## src/als_pkg.sv

```systemverilog
// Shared types, codes and helpers for the addressable LED serializer.
package als_pkg;

    typedef enum logic [1:0] {
        CMD_SET_PIXEL = 2'd0,
        CMD_CLEAR     = 2'd1,
        CMD_SHOW      = 2'd2,
        CMD_TICK      = 2'd3
    } cmd_t;

    localparam logic [2:0] REG_ZERO_HIGH = 3'd0;
    localparam logic [2:0] REG_ZERO_LOW  = 3'd1;
    localparam logic [2:0] REG_ONE_HIGH  = 3'd2;
    localparam logic [2:0] REG_ONE_LOW   = 3'd3;
    localparam logic [2:0] REG_LATCH_GAP = 3'd4;

    localparam logic [7:0]  ZERO_HIGH_RESET = 8'd4;
    localparam logic [7:0]  ZERO_LOW_RESET  = 8'd8;
    localparam logic [7:0]  ONE_HIGH_RESET  = 8'd10;
    localparam logic [7:0]  ONE_LOW_RESET   = 8'd3;
    localparam logic [15:0] LATCH_GAP_RESET = 16'd1000;

    localparam int PIXEL_W = 24;
    localparam logic [4:0] BITS_PER_PIXEL = 5'd24;

    typedef logic [PIXEL_W-1:0] pixel_t;

    typedef struct packed {
        logic [7:0]  zero_high;
        logic [7:0]  zero_low;
        logic [7:0]  one_high;
        logic [7:0]  one_low;
        logic [15:0] latch_gap;
    } timing_t;

    // Fields from the lowest bit up: data_line, busy_res, rejected.
    typedef struct packed {
        logic rejected;
        logic busy_res;
        logic data_line;
    } result_t;

    // A programmed duration of zero behaves as one tick.
    function automatic logic [15:0] at_least_one(logic [15:0] v);
        return (v == 16'd0) ? 16'd1 : v;
    endfunction

endpackage

```

## src/als_pixel_store.sv

```systemverilog
// Pixel memory with per-entry valid bits, a pixel 0 copy and a registered read port.
module als_pixel_store #(
    parameter int LED_COUNT = 64,
    parameter int AW        = 6
) (
    input  logic                  clk,
    input  logic                  rst_n,
    input  logic                  wr_en,
    input  logic [AW-1:0]         wr_addr,
    input  als_pkg::pixel_t       wr_data,
    input  logic                  clr,
    input  logic                  rd_en,
    input  logic [AW-1:0]         rd_addr,
    output als_pkg::pixel_t       rd_pixel,
    output als_pkg::pixel_t       pix0
);

    als_pkg::pixel_t mem [LED_COUNT];
    als_pkg::pixel_t rd_data_reg;
    logic            rd_vld_reg;
    logic [LED_COUNT-1:0] vld_reg;
    als_pkg::pixel_t pix0_reg;

    always_ff @(posedge clk)
    begin
        if (wr_en)
        begin
            mem[wr_addr] <= wr_data;
        end
        if (rd_en)
        begin
            rd_data_reg <= mem[rd_addr];
        end
    end

    // An entry never written since reset or the last clear reads as zero.
    always_ff @(posedge clk or negedge rst_n)
    begin
        if (!rst_n)
        begin
            vld_reg    <= '0;
            rd_vld_reg <= 1'b0;
            pix0_reg   <= '0;
        end
        else
        begin
            if (clr)
            begin
                vld_reg  <= '0;
                pix0_reg <= '0;
            end
            else if (wr_en)
            begin
                vld_reg[wr_addr] <= 1'b1;
                if (wr_addr == '0)
                begin
                    pix0_reg <= wr_data;
                end
            end
            if (rd_en)
            begin
                rd_vld_reg <= vld_reg[rd_addr];
            end
        end
    end

    assign rd_pixel = rd_vld_reg ? rd_data_reg : '0;
    assign pix0     = pix0_reg;

endmodule

```

## src/als_serializer.sv

```systemverilog
// Bit timing sequencer: phase, tick counter, shift register and pixel pointer.
module als_serializer #(
    parameter int LED_COUNT = 64,
    parameter int AW        = 6
) (
    input  logic              clk,
    input  logic              rst_n,
    input  logic              step,
    input  als_pkg::cmd_t     cmd,
    input  als_pkg::timing_t  timing,
    input  als_pkg::pixel_t   pix0,
    input  als_pkg::pixel_t   next_pix,
    output logic              idle,
    output als_pkg::result_t  res,
    output logic              rd_en,
    output logic [AW-1:0]     rd_addr
);

    localparam int CW = $clog2(LED_COUNT + 2);

    typedef enum logic [1:0] {
        PH_IDLE = 2'd0,
        PH_HIGH = 2'd1,
        PH_LOW  = 2'd2,
        PH_GAP  = 2'd3
    } phase_t;

    phase_t          phase_reg, phase_next;
    als_pkg::pixel_t shift_reg, shift_next;
    logic [4:0]      bit_cnt_reg, bit_cnt_next;
    logic [AW-1:0]   ptr_reg, ptr_next;
    logic [15:0]     tick_cnt_reg, tick_cnt_next;
    logic            line_reg, line_next;
    logic            rej;
    logic            start_high;
    logic [15:0]     tick_dec;
    logic [4:0]      bit_inc;
    logic [CW-1:0]   ptr_inc;
    logic [CW-1:0]   ptr_inc2;

    assign tick_dec = tick_cnt_reg - 16'd1;
    assign bit_inc  = bit_cnt_reg + 5'd1;
    assign ptr_inc  = CW'(ptr_reg) + CW'(1);
    assign ptr_inc2 = CW'(ptr_reg) + CW'(2);

    always_comb
    begin
        phase_next    = phase_reg;
        shift_next    = shift_reg;
        bit_cnt_next  = bit_cnt_reg;
        ptr_next      = ptr_reg;
        tick_cnt_next = tick_cnt_reg;
        line_next     = line_reg;
        rej           = 1'b0;
        start_high    = 1'b0;
        rd_en         = 1'b0;
        rd_addr       = ptr_inc2[AW-1:0];
        if (step)
        begin
            if (cmd == als_pkg::CMD_TICK)
            begin
                if (phase_reg != PH_IDLE)
                begin
                    tick_cnt_next = tick_dec;
                    if (tick_dec == 16'd0)
                    begin
                        case (phase_reg)
                            PH_HIGH:
                            begin
                                phase_next    = PH_LOW;
                                line_next     = 1'b0;
                                tick_cnt_next = als_pkg::at_least_one(16'(shift_reg[23] ?
                                                timing.one_low : timing.zero_low));
                            end
                            PH_LOW:
                            begin
                                if (bit_inc >= als_pkg::BITS_PER_PIXEL)
                                begin
                                    bit_cnt_next = 5'd0;
                                    if (ptr_inc >= CW'(LED_COUNT))
                                    begin
                                        ptr_next      = '0;
                                        phase_next    = PH_GAP;
                                        line_next     = 1'b0;
                                        tick_cnt_next =
                                            als_pkg::at_least_one(timing.latch_gap);
                                    end
                                    else
                                    begin
                                        // The next pixel was fetched while this one was sent.
                                        ptr_next   = ptr_inc[AW-1:0];
                                        shift_next = next_pix;
                                        start_high = 1'b1;
                                        rd_en      = (ptr_inc2 < CW'(LED_COUNT));
                                    end
                                end
                                else
                                begin
                                    bit_cnt_next = bit_inc;
                                    shift_next   = {shift_reg[22:0], 1'b0};
                                    start_high   = 1'b1;
                                end
                            end
                            PH_GAP:
                            begin
                                phase_next    = PH_IDLE;
                                line_next     = 1'b0;
                                tick_cnt_next = 16'd0;
                            end
                            default:
                            begin
                                phase_next = PH_IDLE;
                            end
                        endcase
                    end
                end
            end
            else if (phase_reg != PH_IDLE)
            begin
                rej = 1'b1;
            end
            else if (cmd == als_pkg::CMD_SHOW)
            begin
                ptr_next     = '0;
                bit_cnt_next = 5'd0;
                shift_next   = pix0;
                start_high   = 1'b1;
                rd_en        = (LED_COUNT > 1);
                rd_addr      = AW'(1);
            end
        end
        if (start_high)
        begin
            phase_next    = PH_HIGH;
            line_next     = 1'b1;
            tick_cnt_next = als_pkg::at_least_one(16'(shift_next[23] ?
                            timing.one_high : timing.zero_high));
        end
    end

    always_ff @(posedge clk or negedge rst_n)
    begin
        if (!rst_n)
        begin
            phase_reg    <= PH_IDLE;
            shift_reg    <= '0;
            bit_cnt_reg  <= 5'd0;
            ptr_reg      <= '0;
            tick_cnt_reg <= 16'd0;
            line_reg     <= 1'b0;
        end
        else
        begin
            phase_reg    <= phase_next;
            shift_reg    <= shift_next;
            bit_cnt_reg  <= bit_cnt_next;
            ptr_reg      <= ptr_next;
            tick_cnt_reg <= tick_cnt_next;
            line_reg     <= line_next;
        end
    end

    assign idle          = (phase_reg == PH_IDLE);
    assign res.data_line = line_next;
    assign res.busy_res  = (phase_next != PH_IDLE);
    assign res.rejected  = rej;

endmodule

```

## src/addressable_led_serializer.sv

```systemverilog
// Top level of the addressable LED serializer: stream ports, timing registers, output stage.
//
// Input beats carry a command in s_tuser and pixel data in s_tdata. Every accepted
// beat, tick or not, gives exactly one output beat with the line level, busy and
// rejected flags. The result of a beat is loaded into the output register when
// it is accepted, and a new beat is taken every cycle while the output side keeps up:
// set_pixel, clear, show and tick are each handled by their own beat. During a frame the
// next pixel is read from the pixel memory in the background after each pixel starts,
// so pixel boundaries never stall the input; pixel 0 is kept in a register of its own.
// When m_tready is low the finished result waits in the output register and s_tready
// drops until it is taken. Reset clears the pixel store (through valid bits, with no
// sweep), returns the line low and idle, and loads the default timing registers.
// Timing registers are written over the cfg channel, which is always ready; writes to
// indexes beyond the last register are ignored. Set_pixel, clear and show arriving
// during a frame or the latch gap are dropped and flagged as rejected.
module addressable_led_serializer #(
    parameter int LED_COUNT = 64
) (
    input  logic        clk,
    input  logic        rst_n,
    input  logic        s_tvalid,
    output logic        s_tready,
    input  logic [31:0] s_tdata,   // pixel_index, red, green, blue
    input  logic [1:0]  s_tuser,   // command
    output logic        m_tvalid,
    input  logic        m_tready,
    output logic [7:0]  m_tdata,   // data_line, busy_res, rejected, zero padding
    input  logic        cfg_valid,
    output logic        cfg_ready,
    input  logic [2:0]  cfg_index,
    input  logic [15:0] cfg_data
);

    localparam int AW = (LED_COUNT > 1) ? $clog2(LED_COUNT) : 1;

    als_pkg::timing_t timing_reg;
    logic             m_tvalid_reg;
    als_pkg::result_t m_res_reg;
    logic             accept;
    als_pkg::cmd_t    cmd;
    logic             idle;
    logic             in_range;
    logic             wr_en;
    logic             clr;
    als_pkg::pixel_t  pix0;
    als_pkg::pixel_t  next_pix;
    logic             rd_en;
    logic [AW-1:0]    rd_addr;
    als_pkg::result_t res;

    assign s_tready  = !m_tvalid_reg || m_tready;
    assign accept    = s_tvalid && s_tready;
    assign cmd       = als_pkg::cmd_t'(s_tuser);
    assign in_range  = ({1'b0, s_tdata[7:0]} < 9'(LED_COUNT));
    assign wr_en     = accept && idle && (cmd == als_pkg::CMD_SET_PIXEL) && in_range;
    assign clr       = accept && idle && (cmd == als_pkg::CMD_CLEAR);
    assign cfg_ready = 1'b1;

    als_pixel_store #(
        .LED_COUNT (LED_COUNT),
        .AW        (AW)
    ) u_store (
        .clk      (clk),
        .rst_n    (rst_n),
        .wr_en    (wr_en),
        .wr_addr  (s_tdata[AW-1:0]),
        .wr_data  ({s_tdata[23:16], s_tdata[15:8], s_tdata[31:24]}),
        .clr      (clr),
        .rd_en    (rd_en),
        .rd_addr  (rd_addr),
        .rd_pixel (next_pix),
        .pix0     (pix0)
    );

    als_serializer #(
        .LED_COUNT (LED_COUNT),
        .AW        (AW)
    ) u_ser (
        .clk      (clk),
        .rst_n    (rst_n),
        .step     (accept),
        .cmd      (cmd),
        .timing   (timing_reg),
        .pix0     (pix0),
        .next_pix (next_pix),
        .idle     (idle),
        .res      (res),
        .rd_en    (rd_en),
        .rd_addr  (rd_addr)
    );

    always_ff @(posedge clk or negedge rst_n)
    begin
        if (!rst_n)
        begin
            timing_reg.zero_high <= als_pkg::ZERO_HIGH_RESET;
            timing_reg.zero_low  <= als_pkg::ZERO_LOW_RESET;
            timing_reg.one_high  <= als_pkg::ONE_HIGH_RESET;
            timing_reg.one_low   <= als_pkg::ONE_LOW_RESET;
            timing_reg.latch_gap <= als_pkg::LATCH_GAP_RESET;
        end
        else if (cfg_valid && cfg_ready)
        begin
            case (cfg_index)
                als_pkg::REG_ZERO_HIGH: timing_reg.zero_high <= cfg_data[7:0];
                als_pkg::REG_ZERO_LOW:  timing_reg.zero_low  <= cfg_data[7:0];
                als_pkg::REG_ONE_HIGH:  timing_reg.one_high  <= cfg_data[7:0];
                als_pkg::REG_ONE_LOW:   timing_reg.one_low   <= cfg_data[7:0];
                als_pkg::REG_LATCH_GAP: timing_reg.latch_gap <= cfg_data;
                default:
                begin
                end
            endcase
        end
    end

    always_ff @(posedge clk or negedge rst_n)
    begin
        if (!rst_n)
        begin
            m_tvalid_reg <= 1'b0;
        end
        else if (accept)
        begin
            m_tvalid_reg <= 1'b1;
        end
        else if (m_tready)
        begin
            m_tvalid_reg <= 1'b0;
        end
    end

    always_ff @(posedge clk)
    begin
        if (accept)
        begin
            m_res_reg <= res;
        end
    end

    assign m_tvalid = m_tvalid_reg;
    assign m_tdata  = {5'b0, m_res_reg};

    // A rejected command never happens while the block is idle.
    a_reject_only_busy: assert property (@(posedge clk) disable iff (!rst_n)
        accept && res.rejected |-> !idle)
        else $error("command rejected while idle");

    // A show taken while idle drives the line high in its own result.
    a_show_starts_high: assert property (@(posedge clk) disable iff (!rst_n)
        accept && idle && (cmd == als_pkg::CMD_SHOW) |=> m_tvalid && m_tdata[0] && m_tdata[1])
        else $error("show did not start a high phase");

    // A high line is only ever reported during a frame.
    a_line_implies_busy: assert property (@(posedge clk) disable iff (!rst_n)
        accept && res.data_line |-> res.busy_res)
        else $error("line high while not busy");

    // The pixel store is never written or cleared during a frame.
    a_no_store_change_busy: assert property (@(posedge clk) disable iff (!rst_n)
        !idle |-> !wr_en && !clr)
        else $error("pixel store changed during a frame");

endmodule
```

## config.mk

```make
export PLATFORM = sky130hd
export DESIGN_NAME = addressable_led_serializer
export DESIGN_NICKNAME = d
export VERILOG_FILES = /design/src/als_pkg.sv /design/src/als_pixel_store.sv /design/src/als_serializer.sv /design/src/addressable_led_serializer.sv
export SDC_FILE = /design/constraint.sdc
export NUM_CORES = 2
export LEC_CHECK = 0
export ABC_AREA = 0
export BUFFER_PORTS_ARGS = -buffer_cell sky130_fd_sc_hd__buf_2
export CAP_MARGIN = 20
export CORE_UTILIZATION = 33
export CTS_CLUSTER_SIZE = 20
export DETAILED_ROUTE_END_ITERATION = 16
export PLACE_DENSITY_LB_ADDON = 0.2
export SKIP_CTS_REPAIR_TIMING = 1
export SLEW_MARGIN = 10
export SYNTH_ARGS = -nofsm -noshare
export SYNTH_HDL_FRONTEND = slang
export SYNTH_SLANG_ARGS = --single-unit
export TNS_END_PERCENT = 30
```

## constraint.sdc

```tcl
create_clock -name clk -period 5.1 [get_ports clk]
set_input_delay 0.765 -clock clk [delete_from_list [all_inputs] [get_ports clk]]
set_output_delay 0.765 -clock clk [all_outputs]
set_load 0.03 [all_outputs]
```

==> results.txt <==
----------------------------------------------------
[Die]
  Starting density of the core ... 33.3%
  Placeable core area ... 215000 sq um
  Full die area ... 219000 sq um
  Die boundary height ... 468 um
  Die W ... 468 um
  Core Rows ... 170
  Number of I/O pins ... 69

[STA]
  Fmax ... 0.219 GHz
  Max_slew headroom ... 26.3%
  Final Slew Violations ... 0
  Fin crit share ... 89.5%
  Setup TNS ... 0 ns
  Max Clock Skew ... 0.0368 ns
  Setup repair after global routing missed its margin ... no
  Slew at the pin closest to its max-slew limit ... 1.11 ns
  Hold violation total from the final report ... 0
  Final Critical Period ... 4.57 ns
  Final count of negative-setup-slack endpoints ... 0

[Worst setup path]
  Standard cell with the maximum stage delay on the critical path ... sky130_fd_sc_hd__a32oi_1
  Critical path startpoint category ... flop
  Worst Setup End Kind ... flop
  Largest fanout on the critical path ... 45
  Arrival time of data at the critical path endpoint ... 5.11 ns
  Worst reg-to-reg setup slack ... 0.53 ns
  Worst path required time ... 5.64 ns
  Critical R2R Capture ... u_store.rd_data_reg[1]
  Worst R2R Path Depth ... 13
  Start-to-end type of the worst setup path ... flop to flop
  Max stage delay on crit path ... 0.77 ns
  Critical register-to-register path startpoint ... u_ser.phase_reg[0]
  Cell Chain, Critical Path ... inv_1 -> ha_1 -> buf_4 -> and3b_1 -> and3_1 -> or2_4 -> buf_12 -> buf_12 -> o211ai_1 -> a21oi_1 -> a31oi_1 -> a32oi_1 -> nand2_1
  Most used cell, CP ... sky130_fd_sc_hd__buf_12

[Logic synthesis]
  Syn. warnings ... 0
  Area share of the leading cell type in the synthesized netlist ... 65.6%
  Netlist Area Pre-Place ... 71600 sq um
  Post-synth top flop ... sky130_fd_sc_hd__edfxtp_1
  Cell type contributing the most total cell area after synthesis ... sky130_fd_sc_hd__edfxtp_1
  Ys async rst share ... 10.9%
  Total of flip-flops plus latches after synthesis ... 1755
  Synth area leaders ... sky130_fd_sc_hd__edfxtp_1 66%, sky130_fd_sc_hd__dfrtp_1 6.3%, sky130_fd_sc_hd__nand2_1 5.1%
  Part of the Yosys area used for sequential elements ... 72.3%
  Cells after Synth ... 5318
  Number of synthesized flops with an enable pin ... 1563
  Count of cell types in the netlist ... 81
  Avg Inst Size Synth ... 13.5 sq um

[Power]
  Power per standard cell area ... 484 nW/um^2
  Peak ir drop on the vdd network ... 0.338 mV
  Design Power ... 40.0 mW
  Leakage power figure ... 27.6 nW

[Clock tree]
  Master cell of the clock root buffer ... sky130_fd_sc_hd__clkbuf_16
  Bufs on Longest Clock Path ... 3
  Clock buffer count from CTS ... 188
  Level count of the clock H-tree ... 4
  Clock-pin slew of the registers on the worst-case setup and hold paths ... 0.06 ns
  Number of clock sinks ... 1755
  Clock network latency to the later pin of the worst-skew pair ... 0.84 ns
  Clock tree from TritonCTS ... built

[Drt]
  Drt drc ... 0
  Detailed-routing iteration count for the pre-antenna-repair pass ... 6
  Total via count after detailed routing ... 46800
  Mean number of vias per cell ... 5.55
  Total length of routed wires ... 232000 um
  Number of violations reported at the end of detailed-routing iteration 0 ... 5183
  Routed length per placed instance ... 27.6 um
  Number of routed nets with antenna violations ... 0

[Global route]
  First-pass GRT wire length ... 333000 um
  Congestion Overflow GR ... 0
  Pin count of the biggest net entering global routing ... 125
  Antenna violations before repair ... 14
  Overall global routing resource usage ... 20.9%
  Vias in the first global route ... 45000

[Run status]
  Outcome ... finished, final reports clean

[Placed design]
  Weighted congestion at the end of routability-driven global placement ... 0.817
  HPWL after DPL ... 132000 um
  Port Buffer Count ... 62

[Final layout]
  Layout cells sized above 1 ... 14.3%
  Fill cell instance count of the final layout ... 20200
  Count of nets after finishing ... 5486
  Most frequent standard cell in the layout excluding fill and tap cells ... sky130_fd_sc_hd__edfxtp_1
  Number of flip-flops under the largest register name ... 1536
  Synth-to-layout area growth ... 15.6%
  Commonest cells after routing, fill and taps aside ... 1563 x sky130_fd_sc_hd__edfxtp_1, 976 x sky130_fd_sc_hd__nand2_1, 411 x sky130_fd_sc_hd__nand3_1
  Sequential cell area ... 51800 sq um
  Area taken by multi-input logic gates ... 18500 sq um

[Job]
  Number of maximum-capacitance violations ... 0

[Worst hold path]
  Worst min-delay path class ... input pin to asynchronous set/reset pin

----------------------------------------------------
## cells in the mapped netlist, types with 47 or more instances
cell type                   instances
sky130_fd_sc_hd__edfxtp_1        1563
sky130_fd_sc_hd__nand2_1          977
sky130_fd_sc_hd__nand3_1          412
sky130_fd_sc_hd__clkbuf_1         329
sky130_fd_sc_hd__nor2_1           302
sky130_fd_sc_hd__o221ai_1         192
sky130_fd_sc_hd__o2bb2ai_1        192
sky130_fd_sc_hd__dfrtp_1          180
sky130_fd_sc_hd__o21ai_0          173
sky130_fd_sc_hd__o211ai_1         153
sky130_fd_sc_hd__a21oi_1           90
sky130_fd_sc_hd__mux2_2            76
sky130_fd_sc_hd__and3_1            69
sky130_fd_sc_hd__o21a_1            66
sky130_fd_sc_hd__a31oi_1           61
sky130_fd_sc_hd__a311oi_1          50
sky130_fd_sc_hd__a32oi_1           49
sky130_fd_sc_hd__a311o_1           48
sky130_fd_sc_hd__buf_1             47
## layer usage
layer  GRT usage [%]  vias to the layer above  share of wire (%)
met5               0                        -             0.0052
met4            6.03                        2                2.7
met3            3.12                      284                6.3
met2            33.6                     1606                 47
met1            29.4                    24200                 44
li1                -                    20600                  -
## worst max-delay path by stage
stage	startpoint	end	depth (start not counted)
finish	u_ser.phase_reg[0]	u_store.rd_data_reg[1]	13
detailed placement	m_tready	u_store.mem[14][10]	9
floorplan	u_ser.tick_cnt_reg[0]	u_store.rd_vld_reg	10
CTS	u_ser.phase_reg[0]	u_store.rd_data_reg[1]	13
global placement	m_tready	u_store.mem[14][4]	9
global route	u_ser.phase_reg[0]	u_store.rd_data_reg[1]	13
## power breakdown
part	internal (mW)	switching [mW]	leakage (nW)
logic	3.30	7.34	8.17
registers	15.9	0.238	16.6
clock network	7.45	5.78	2.89
## stage by stage
stage               worst slack (ns)  util [%]  std cells  cell area, sq um  hold slack [ns]
global route                   0.440      38.5       8417             82700           0.0738
global placement               0.351      35.7       8064             76800            0.468
detailed placement             0.356      35.7       8066             76800            0.473
floorplan                      0.495         -       5322             71600            0.456
finish                         0.534      38.5       8423             82700           0.0374
CTS                            0.609      38.5       8416             82700          0.00197
## critical path: cells and delay by family, from the launching register on
kind / cells / cell delay, ns
buffers and inverters: 4 / 0.81
DFF: 1 / 0.40
and+or+nand+nor: 4 / 1.44
adders and majority gates: 1 / 0.14
AOI/OAI and AO/OA: 4 / 1.42
## cells by family after synthesis
family,after synthesis,share of synthesized area (%)
simple gates,1869,11.3
flops,1755,72.3
compound gates,1132,12.0
buf+inv,438,2.43
mux,103,1.75
fa+ha+maj,10,0.175
xor+xnor,9,0.110
other cells,2,0.0105
## cell type report
cell class,instances,area share [%]
Tap cell,2838,4.29
Clock inverter,105,1.01
Sequential cell,1755,62.6
Multi-Input combinational cell,3129,22.3
Clock buffer,245,6.12
Inverter,16,0.0817
Antenna cell,7,0.0212
Timing Repair Buffer,328,3.57
Note: power is estimated with default switching activity, not from simulation.
